$ cat config.mk
export PLATFORM = sky130hd
export DESIGN_NAME = unsigned_radix_to_ascii
export DESIGN_NICKNAME = d
export VERILOG_FILES = /design/src/urta_pkg.sv /design/src/unsigned_radix_to_ascii.sv /design/src/urta_front.sv /design/src/urta_queue.sv /design/src/urta_back.sv
export SDC_FILE = /design/constraint.sdc
export NUM_CORES = 1
export LEC_CHECK = 0
export ABC_AREA = 1
export BUFFER_PORTS_ARGS = -buffer_cell sky130_fd_sc_hd__buf_4
export CAP_MARGIN = 5
export CORE_ASPECT_RATIO = 1.75
export CORE_MARGIN = 2
export CORE_UTILIZATION = 43
export DETAILED_ROUTE_END_ITERATION = 16
export HOLD_SLACK_MARGIN = 0.15
export SLEW_MARGIN = 20
export SYNTH_ARGS = -nofsm -noshare
export SYNTH_HDL_FRONTEND = slang
export SYNTH_SLANG_ARGS = --single-unit
$ cat constraint.sdc
create_clock -name i_clk -period 11.5 [get_ports i_clk]
set_input_delay 0.575 -clock i_clk [delete_from_list [all_inputs] [get_ports i_clk]]
set_output_delay 0.575 -clock i_clk [all_outputs]
set_load 0.05 [all_outputs]
$ cat src/urta_pkg.sv
// Shared types and constants for the unsigned radix-to-ASCII converter.
package urta_pkg;

    localparam int NUM_MAX        = 64;
    localparam int NUM_WIDTH_DEF  = 64;
    localparam int MAX_DIGITS_DEF = 64;
    localparam int DIV_BITS       = 8;
    localparam int QUEUE_DEPTH    = 2;

    localparam logic [4:0] RADIX_MIN = 5'd2;
    localparam logic [4:0] RADIX_MAX = 5'd16;
    localparam logic [4:0] RADIX_OCT = 5'd8;
    localparam logic [4:0] RADIX_HEX = 5'd16;

    localparam logic [1:0] PRE_NONE = 2'd0;
    localparam logic [1:0] PRE_OCT  = 2'd1;
    localparam logic [1:0] PRE_HEX  = 2'd2;

    localparam logic [6:0] CH_ZERO   = 7'h30;
    localparam logic [6:0] CH_UP_A   = 7'h41;
    localparam logic [6:0] CH_LO_A   = 7'h61;
    localparam logic [6:0] CH_UP_X   = 7'h58;
    localparam logic [6:0] CH_LO_X   = 7'h78;

    typedef struct packed {
        logic [NUM_MAX-1:0] number;
        logic [4:0]         radix;
        logic               lower_case;
        logic               alt_form;
    } t_in;

    typedef struct packed {
        logic [6:0] character;
        logic       last;
    } t_out;

    typedef struct packed {
        logic [NUM_MAX-1:0] number;
        logic [4:0]         radix;
        logic [2:0]         shift;
        logic               lower_case;
        logic [1:0]         pre_len;
    } t_job;

endpackage

$ cat src/unsigned_radix_to_ascii.sv
// Top level of the unsigned radix-to-ASCII converter.
// Per digit: a shift and mask for bases 2, 4, 8 and 16, otherwise ceil(NUM_WIDTH/8) 8-bit
// restoring divide steps. Then the prefix characters go out, and each digit is read from the
// store and then emitted. A job is popped from the queue only while the back end is idle.
// Synchronous active-low reset empties the queue and clears the output valid; no clearing pass.
module unsigned_radix_to_ascii #(
    parameter int NUM_WIDTH  = urta_pkg::NUM_WIDTH_DEF,
    parameter int MAX_DIGITS = urta_pkg::MAX_DIGITS_DEF
) (
    input  logic           i_clk,
    input  logic           i_rst_n,
    input  logic           i_valid,
    output logic           o_ready,
    input  urta_pkg::t_in  i_data,
    output logic           o_valid,
    input  logic           i_ready,
    output urta_pkg::t_out o_data
);

    logic           w_full;
    logic           w_push;
    urta_pkg::t_job w_push_job;
    logic           w_q_valid;
    logic           w_q_pop;
    urta_pkg::t_job w_q_job;

    urta_front #(
        .NUM_WIDTH (NUM_WIDTH)
    ) u_front (
        .i_valid (i_valid),
        .o_ready (o_ready),
        .i_data  (i_data),
        .i_full  (w_full),
        .o_push  (w_push),
        .o_job   (w_push_job)
    );

    urta_queue u_queue (
        .i_clk   (i_clk),
        .i_rst_n (i_rst_n),
        .i_push  (w_push),
        .i_job   (w_push_job),
        .o_full  (w_full),
        .o_valid (w_q_valid),
        .i_pop   (w_q_pop),
        .o_job   (w_q_job)
    );

    urta_back #(
        .NUM_WIDTH  (NUM_WIDTH),
        .MAX_DIGITS (MAX_DIGITS)
    ) u_back (
        .i_clk     (i_clk),
        .i_rst_n   (i_rst_n),
        .i_q_valid (w_q_valid),
        .i_q_job   (w_q_job),
        .o_q_pop   (w_q_pop),
        .o_valid   (o_valid),
        .i_ready   (i_ready),
        .o_data    (o_data)
    );

endmodule

$ cat src/urta_front.sv
// Front end: accepts input beats, drops bad bases, works out prefix and power-of-two shift.
module urta_front #(
    parameter int NUM_WIDTH = urta_pkg::NUM_WIDTH_DEF
) (
    input  logic          i_valid,
    output logic          o_ready,
    input  urta_pkg::t_in i_data,
    input  logic          i_full,
    output logic          o_push,
    output urta_pkg::t_job o_job
);

    localparam logic [urta_pkg::NUM_MAX-1:0] NUM_MASK =
        (urta_pkg::NUM_MAX'(1) << NUM_WIDTH) - urta_pkg::NUM_MAX'(1);

    logic                         w_base_ok;
    logic [urta_pkg::NUM_MAX-1:0] w_num;
    logic [2:0]                   w_shift;
    logic [1:0]                   w_pre;

    assign w_num     = i_data.number & NUM_MASK;
    assign w_base_ok = i_data.radix inside {[urta_pkg::RADIX_MIN:urta_pkg::RADIX_MAX]};

    always_comb begin
        case (i_data.radix)
            5'd2:    w_shift = 3'd1;
            5'd4:    w_shift = 3'd2;
            5'd8:    w_shift = 3'd3;
            5'd16:   w_shift = 3'd4;
            default: w_shift = 3'd0;
        endcase
    end

    always_comb begin
        w_pre = urta_pkg::PRE_NONE;
        if (i_data.alt_form) begin
            if (i_data.radix == urta_pkg::RADIX_OCT && w_num != '0) begin
                w_pre = urta_pkg::PRE_OCT;
            end else if (i_data.radix == urta_pkg::RADIX_HEX) begin
                w_pre = urta_pkg::PRE_HEX;
            end
        end
    end

    assign o_ready = !i_full;
    assign o_push  = i_valid && !i_full && w_base_ok;

    always_comb begin
        o_job.number     = w_num;
        o_job.radix      = i_data.radix;
        o_job.shift      = w_shift;
        o_job.lower_case = i_data.lower_case;
        o_job.pre_len    = w_pre;
    end

endmodule

$ cat src/urta_queue.sv
// Two-entry job queue between front and back.
module urta_queue (
    input  logic           i_clk,
    input  logic           i_rst_n,
    input  logic           i_push,
    input  urta_pkg::t_job i_job,
    output logic           o_full,
    output logic           o_valid,
    input  logic           i_pop,
    output urta_pkg::t_job o_job
);

    urta_pkg::t_job r_mem [urta_pkg::QUEUE_DEPTH];
    logic           r_wr_ptr, n_wr_ptr;
    logic           r_rd_ptr, n_rd_ptr;
    logic [1:0]     r_count, n_count;

    assign o_full  = (r_count == 2'(urta_pkg::QUEUE_DEPTH));
    assign o_valid = (r_count != 2'd0);
    assign o_job   = r_mem[r_rd_ptr];

    always_comb begin
        n_wr_ptr = i_push ? ~r_wr_ptr : r_wr_ptr;
        n_rd_ptr = i_pop  ? ~r_rd_ptr : r_rd_ptr;
        n_count  = r_count + 2'(i_push) - 2'(i_pop);
    end

    always_ff @(posedge i_clk) begin
        if (!i_rst_n) begin
            r_wr_ptr <= 1'b0;
            r_rd_ptr <= 1'b0;
            r_count  <= 2'd0;
        end else begin
            r_wr_ptr <= n_wr_ptr;
            r_rd_ptr <= n_rd_ptr;
            r_count  <= n_count;
        end
    end

    always_ff @(posedge i_clk) begin
        if (i_push) begin
            r_mem[r_wr_ptr] <= i_job;
        end
    end

    a_count_max: assert property (@(posedge i_clk) disable iff (!i_rst_n)
        r_count <= 2'(urta_pkg::QUEUE_DEPTH))
        else $error("queue count overflow");

    a_pop_nonempty: assert property (@(posedge i_clk) disable iff (!i_rst_n)
        i_pop |-> r_count != 2'd0)
        else $error("pop from empty queue");

endmodule

$ cat src/urta_back.sv
// Back end: digits by shift/mask or division, digit store and character output.
module urta_back #(
    parameter int NUM_WIDTH  = urta_pkg::NUM_WIDTH_DEF,
    parameter int MAX_DIGITS = urta_pkg::MAX_DIGITS_DEF
) (
    input  logic           i_clk,
    input  logic           i_rst_n,
    input  logic           i_q_valid,
    input  urta_pkg::t_job i_q_job,
    output logic           o_q_pop,
    output logic           o_valid,
    input  logic           i_ready,
    output urta_pkg::t_out o_data
);

    localparam int DIV_STEPS = (NUM_WIDTH + urta_pkg::DIV_BITS - 1) / urta_pkg::DIV_BITS;
    localparam int QW        = DIV_STEPS * urta_pkg::DIV_BITS;
    localparam int SW        = $clog2(DIV_STEPS + 1);
    localparam int CW        = $clog2(MAX_DIGITS + 1);
    localparam int AW        = $clog2(MAX_DIGITS);

    localparam logic [2:0] S_IDLE = 3'd0;
    localparam logic [2:0] S_DIV  = 3'd1;
    localparam logic [2:0] S_PRE  = 3'd2;
    localparam logic [2:0] S_RD   = 3'd3;
    localparam logic [2:0] S_EMIT = 3'd4;

    function automatic logic [6:0] digit_char(input logic [3:0] d, input logic lc);
        logic [6:0] base_ch;
        base_ch = lc ? urta_pkg::CH_LO_A : urta_pkg::CH_UP_A;
        if (d < 4'd10) begin
            return urta_pkg::CH_ZERO + {3'b000, d};
        end
        return base_ch + {3'b000, d} - 7'd10;
    endfunction

    logic [3:0]       r_store [MAX_DIGITS];
    logic [2:0]       r_state, n_state;
    logic [QW-1:0]    r_quot, n_quot;
    logic [3:0]       r_rem, n_rem;
    logic [SW-1:0]    r_step, n_step;
    logic [4:0]       r_base, n_base;
    logic [2:0]       r_shift, n_shift;
    logic             r_lc, n_lc;
    logic [1:0]       r_pre, n_pre;
    logic             r_hex, n_hex;
    logic [CW-1:0]    r_cnt, n_cnt;
    logic [3:0]       r_rdata;
    logic             r_out_valid, n_out_valid;
    urta_pkg::t_out   r_out, n_out;

    logic [urta_pkg::DIV_BITS-1:0] w_qbits;
    logic [3:0]       w_div_rem;
    logic [3:0]       w_p2_dig;
    logic [QW-1:0]    w_p2_quot;
    logic             w_out_free;
    logic             w_wr_en;
    logic [AW-1:0]    w_wr_addr;
    logic [3:0]       w_wr_data;
    logic             w_rd_en;
    logic [CW-1:0]    w_cnt_m1;

    // eight restoring-division bit steps per cycle, MSB first
    always_comb begin
        logic [4:0] t;
        logic [3:0] rem;
        rem     = r_rem;
        w_qbits = '0;
        for (int i = 0; i < urta_pkg::DIV_BITS; i++) begin
            t = {rem, r_quot[QW-1-i]};
            if (t >= r_base) begin
                t = t - r_base;
                w_qbits[urta_pkg::DIV_BITS-1-i] = 1'b1;
            end
            rem = t[3:0];
        end
        w_div_rem = rem;
    end

    assign w_p2_dig   = r_quot[3:0] & (r_base[3:0] - 4'd1);
    assign w_p2_quot  = r_quot >> r_shift;
    assign w_out_free = !r_out_valid || i_ready;
    assign w_cnt_m1   = r_cnt - CW'(1);

    always_comb begin
        logic           digit_done;
        logic [3:0]     digit;
        logic [QW-1:0]  quot_next;
        n_state     = r_state;
        n_quot      = r_quot;
        n_rem       = r_rem;
        n_step      = r_step;
        n_base      = r_base;
        n_shift     = r_shift;
        n_lc        = r_lc;
        n_pre       = r_pre;
        n_hex       = r_hex;
        n_cnt       = r_cnt;
        n_out_valid = r_out_valid && !i_ready;
        n_out       = r_out;
        o_q_pop     = 1'b0;
        w_wr_en     = 1'b0;
        w_wr_addr   = r_cnt[AW-1:0];
        w_wr_data   = '0;
        w_rd_en     = 1'b0;
        digit_done  = 1'b0;
        digit       = '0;
        quot_next   = r_quot;

        case (r_state)
            S_IDLE: begin
                if (i_q_valid) begin
                    o_q_pop = 1'b1;
                    n_quot  = QW'(i_q_job.number[NUM_WIDTH-1:0]);
                    n_base  = i_q_job.radix;
                    n_shift = i_q_job.shift;
                    n_lc    = i_q_job.lower_case;
                    n_pre   = i_q_job.pre_len;
                    n_hex   = (i_q_job.pre_len == urta_pkg::PRE_HEX);
                    n_cnt   = '0;
                    n_step  = '0;
                    n_rem   = '0;
                    n_state = S_DIV;
                end
            end
            S_DIV: begin
                if (r_shift != 3'd0) begin
                    digit_done = 1'b1;
                    digit      = w_p2_dig;
                    quot_next  = w_p2_quot;
                end else begin
                    quot_next = (r_quot << urta_pkg::DIV_BITS) | QW'(w_qbits);
                    n_quot    = quot_next;
                    n_rem     = w_div_rem;
                    n_step    = r_step + SW'(1);
                    if (r_step == SW'(DIV_STEPS - 1)) begin
                        digit_done = 1'b1;
                        digit      = w_div_rem;
                    end
                end
                if (digit_done) begin
                    n_quot = quot_next;
                    n_rem  = '0;
                    n_step = '0;
                    if (r_cnt < CW'(MAX_DIGITS)) begin
                        w_wr_en   = 1'b1;
                        w_wr_data = digit;
                        n_cnt     = r_cnt + CW'(1);
                    end
                    if (quot_next == '0) begin
                        n_state = S_PRE;
                    end
                end
            end
            S_PRE: begin
                if (r_pre == urta_pkg::PRE_NONE) begin
                    n_state = S_RD;
                end else if (w_out_free) begin
                    n_out_valid = 1'b1;
                    n_out.last  = 1'b0;
                    if (r_hex && r_pre == 2'd1) begin
                        n_out.character = r_lc ? urta_pkg::CH_LO_X : urta_pkg::CH_UP_X;
                    end else begin
                        n_out.character = urta_pkg::CH_ZERO;
                    end
                    n_pre = r_pre - 2'd1;
                end
            end
            S_RD: begin
                w_rd_en = 1'b1;
                n_state = S_EMIT;
            end
            S_EMIT: begin
                if (w_out_free) begin
                    n_out_valid     = 1'b1;
                    n_out.character = digit_char(r_rdata, r_lc);
                    n_out.last      = (r_cnt == CW'(1));
                    n_cnt           = w_cnt_m1;
                    n_state         = (r_cnt == CW'(1)) ? S_IDLE : S_RD;
                end
            end
            default: begin
                n_state = S_IDLE;
            end
        endcase
    end

    always_ff @(posedge i_clk) begin
        if (!i_rst_n) begin
            r_state     <= S_IDLE;
            r_step      <= '0;
            r_pre       <= urta_pkg::PRE_NONE;
            r_cnt       <= '0;
            r_out_valid <= 1'b0;
        end else begin
            r_state     <= n_state;
            r_step      <= n_step;
            r_pre       <= n_pre;
            r_cnt       <= n_cnt;
            r_out_valid <= n_out_valid;
        end
    end

    always_ff @(posedge i_clk) begin
        r_quot  <= n_quot;
        r_rem   <= n_rem;
        r_base  <= n_base;
        r_shift <= n_shift;
        r_lc    <= n_lc;
        r_hex   <= n_hex;
        r_out   <= n_out;
    end

    always_ff @(posedge i_clk) begin
        if (w_wr_en) begin
            r_store[w_wr_addr] <= w_wr_data;
        end
        if (w_rd_en) begin
            r_rdata <= r_store[w_cnt_m1[AW-1:0]];
        end
    end

    assign o_valid = r_out_valid;
    assign o_data  = r_out;

    a_cnt_max: assert property (@(posedge i_clk) disable iff (!i_rst_n)
        r_cnt <= CW'(MAX_DIGITS))
        else $error("digit count beyond store depth");

    a_emit_has_digit: assert property (@(posedge i_clk) disable iff (!i_rst_n)
        (r_state == S_RD || r_state == S_EMIT) |-> r_cnt != '0)
        else $error("digit read with empty store");

    a_div_base: assert property (@(posedge i_clk) disable iff (!i_rst_n)
        r_state == S_DIV |-> (r_base >= urta_pkg::RADIX_MIN && r_base <= urta_pkg::RADIX_MAX))
        else $error("division with bad base");

endmodule
==> impl_metrics.sql <==
INSERT INTO impl_metrics (metric_group, metric, value, unit) VALUES
('run_status', 'status', 'completed', ''),
('detailed_routing', 'met2_length', '38.05', 'mm'),
('clock_network', 'cts-htree-levels', '2', ''),
('global_route', 'globalRoute.totalOverflow', '0', ''),
('detailed_routing', 'route.vias.total', '19310', ''),
('synth', 'synth.area.top_cells', 'edfxtp_1 59%, nand2_1 7.8%, nand3_1 6.4%, nor2_1 5.5%, o21ai_0 2.6%', ''),
('worst_setup_path', 'path_delay_family', 'simple AND/OR/NAND/NOR gates', ''),
('clock_network', 'tritoncts', 'done', ''),
('global_route', 'grt_pass1_vias', '19460', ''),
('detailed_routing', 'first_pass_iters', '5', ''),
('worst_setup_path', 'worst_path_max_delay_cell', 'edfxtp_1', ''),
('synth', 'yosys.cell_types.count', '43', ''),
('global_route', 'globalRouteTotalUtil', '23.11', '%'),
('worst_setup_path', 'cp_num_buf_inv', '10', ''),
('detailed_routing', 'met1_length', '24.75', 'mm'),
('hold_path', 'worst_hold_launch', 'i_data[13]', ''),
('global_route', 'global_route_wire_length_before_repair', '107.9', 'mm'),
('finish', 'fin_nets', '2713', ''),
('die', 'core-area', '0.05812', 'mm²'),
('worst_setup_path', 'worstSetupEndpointType', 'flop', ''),
('worst_setup_path', 'worst_ep_required_time', '11870', 'ps'),
('finish', 'layout.cells.most_common', 'nand2_1', ''),
('finish', 'layout_stage_area_growth_over_the_synthesis_result', '13.45', '%'),
('synth', 'synth_enable_flop_cells', '496', ''),
('die', 'die_height', '324.1', 'µm'),
('hold_path', 'worstHoldPathType', 'input port to flop', ''),
('detailed_routing', 'highest_layer', 'met5', ''),
('worst_setup_path', 'r2r_start', 'u_back.r_base[2]', ''),
('detailed_routing', 'drt_iter0_markers', '1358', ''),
('sta', 'final-max-slew-violation-count', '0', ''),
('clock_network', 'cts.reportedPaths.clkPinSlew', '60', 'ps'),
('flow_run', 'maxCapViolCount', '0', ''),
('die', 'initial_utilization', '43.33', '%'),
('detailed_routing', 'drtAntennaViolNets', '0', ''),
('die', 'floorplan.die.width', '186.9', 'µm'),
('finish', 'fin_cells', '3394', ''),
('sta', 'post-route-worst-setup-slack', '989.5', 'ps'),
('place', 'detailedPlacementHpwl', '47.40', 'mm'),
('synth', 'asyncSetResetFlopFracSynth', '0', '%'),
('worst_setup_path', 'cp.depth', '63', ''),
('synth', 'yosysTopAreaCellShare', '59.14', '%'),
('place', 'dpl.cell_count', '3254', ''),
('sta', 'setup_viol', '0', ''),
('worst_setup_path', 'cp-start-kind', 'flop', ''),
('sta', 'period_needed', '10510', 'ps'),
('sta', 'hold_viol', '0', ''),
('worst_setup_path', 'critical_path.max_stage_delay', '450', 'ps'),
('global_route', 'grt_max_degree', '131', ''),
('sta', 'final_min_period_over_clock_period', '91.40', '%'),
('worst_setup_path', 'worst_ep_arrival_time', '10880', 'ps'),
('clock_network', 'tritoncts.num_buffers', '48', ''),
('clock_network', 'clock_tree.root_cell', 'clkbuf_16', ''),
('synth', 'synthDominantAreaCellType', 'edfxtp_1', ''),
('synth', 'yosys_warnings', '0', ''),
('synth', 'synthesis.nets', '2638', ''),
('hold_path', 'holdPathStages', '1', ''),
('worst_setup_path', 'critPathMaxFanout', '64', ''),
('place', 'gp_congestion', '0.9061', ''),
('die', 'rows', '117', ''),
('detailed_routing', 'wl_met3', '3.212', 'mm'),
('sta', 'max_freq', '0.09514', 'GHz'),
('synth', 'ys_ff_latch', '518', ''),
('clock_network', 'cts_setup_buffers', '0', ''),
('place', 'place_ws', '-41.76', 'ps'),
('finish', 'layout.cells.most_common_list', '525 x nand2_1, 496 x edfxtp_1, 361 x nor2_1, 324 x nand3_1, 129 x o21ai_0', ''),
('worst_setup_path', 'timing.critical_path.from', 'u_back.r_base[2]', ''),
('synth', 'synth_seq_area_share', '60.89', '%'),
('sta', 'fin_worst_skew', '23.76', 'ps'),
('sta', 'slew-limit-headroom', '27.05', '%'),
('place', 'io_buffers', '84', ''),
('hold_path', 'hold-path-endpoint', 'u_queue.r_mem[0][17]', '');
## per-layer routing
| layer | up-vias | global-route usage (%) |
|---|---|---|
| met3 | 227 | 3.495 |
| li1 | 9086 | - |
| met2 | 659 | 44.52 |
| met1 | 9328 | 23.13 |
| met5 | - | 0 |
| met4 | 6 | 14.41 |
## worst max path at each step
stage	endpoint	slack, ps
after floorplan	u_back.r_store[0][2]	1160
after global placement	u_back.r_store[24][2]	620
after detailed placement	u_back.r_store[23][2]	-40
after CTS	u_back.r_store[33][2]	20
after global routing	u_back.r_store[16][2]	-9
final	u_back.r_store[21][1]	990
## worst register-to-register path: cells and delay by family, from the launching register on
kind                     cells  cell delay [ps]
AND/OR/NAND/NOR             36             3780
buffers and inverters       10             1140
adder cells (fa/ha/maj)      8             2720
AO/OA/AOI/OAI                7             1370
multiplexers                 2              760
flip-flops                   1              450
## synthesized netlist by cell type (7+ instances only)
cell	number
nand2_1	526
edfxtp_1	496
nor2_1	369
nand3_1	324
o21ai_0	131
inv_1	117
clkbuf_1	91
a31oi_1	69
ha_1	50
o32ai_1	41
o211ai_1	33
mux2i_1	29
a21oi_1	28
o221ai_1	26
dfxtp_1	22
buf_2	20
nor4_1	19
buf_1	15
nor3_1	15
xor2_1	14
nand4_1	12
inv_2	9
xnor2_1	9
fa_1	8
buf_4	7
## logic make-up (layout without fill, tap and decap cells)
family                   Yosys count  count (layout)  share of synthesized area, %
XOR/XNOR                          23              23                        0.7999
flip-flops                       518             518                         60.89
AO/OA/AOI/OAI                    343             343                         8.699
other                              0               3                             0
adder cells (fa/ha/maj)           58              58                         3.120
AND/OR/NAND/NOR                 1272            1272                         21.17
buffers and inverters            260             373                         4.079
multiplexers                      31              31                         1.242
## what timing repair did
| action | CTS | global route |
|---|---|---|
| hold buffers | 48 | 0 |
| hold endpoints to repair | 94 | 0 |
| endpoints found under the setup margin | 64 | 263 |
| resized for setup | 1 | 15 |
## stage by stage
| stage | utilization [%] | TNS, ps | hold WS (ps) | instance area (µm²) |
|---|---|---|---|---|
| 5_1_grt | 49.15 | -179.1 | 165.3 | 28560 |
| 3_5_place_dp | 45.62 | -2211 | 440.1 | 26510 |
| 2_1_floorplan | - | 0 | 425.7 | 25180 |
| 6_report | 49.16 | 0 | 183.9 | 28570 |
| 4_1_cts | 49.03 | 0 | 150.0 | 28490 |
| 3_3_place_gp | 45.62 | 0 | 431.5 | 26510 |
## registers in the layout, summed over array words and instances (netlist names), 2 cells and up, named ones only
signal,cells
u_back.o_data,8
u_back.r_base,5
u_back.r_cnt,7
u_back.r_pre,2
u_back.r_quot,64
u_back.r_rdata,4
u_back.r_rem,4
u_back.r_shift,3
u_back.r_state,3
u_back.r_step,4
u_back.r_store,256
u_queue.r_count,2
u_queue.r_mem,150
## cell type report
cell class / count / area, µm² / area share, %
clock buffers: 62 / 1295 / 4.533
inverters: 127 / 479.2 / 1.677
well taps: 773 / 967.2 / 3.385
multi-input cells: 1727 / 8907 / 31.18
repair buffers: 158 / 1376 / 4.817
flip-flops and latches: 518 / 15340 / 53.69
clock inverters: 26 / 198.9 / 0.6963
diodes: 3 / 7.507 / 0.02628
Power is left out: the tool's default activity adds up to more than one toggle a clock period on the data nets, which glitch-free logic cannot reach.
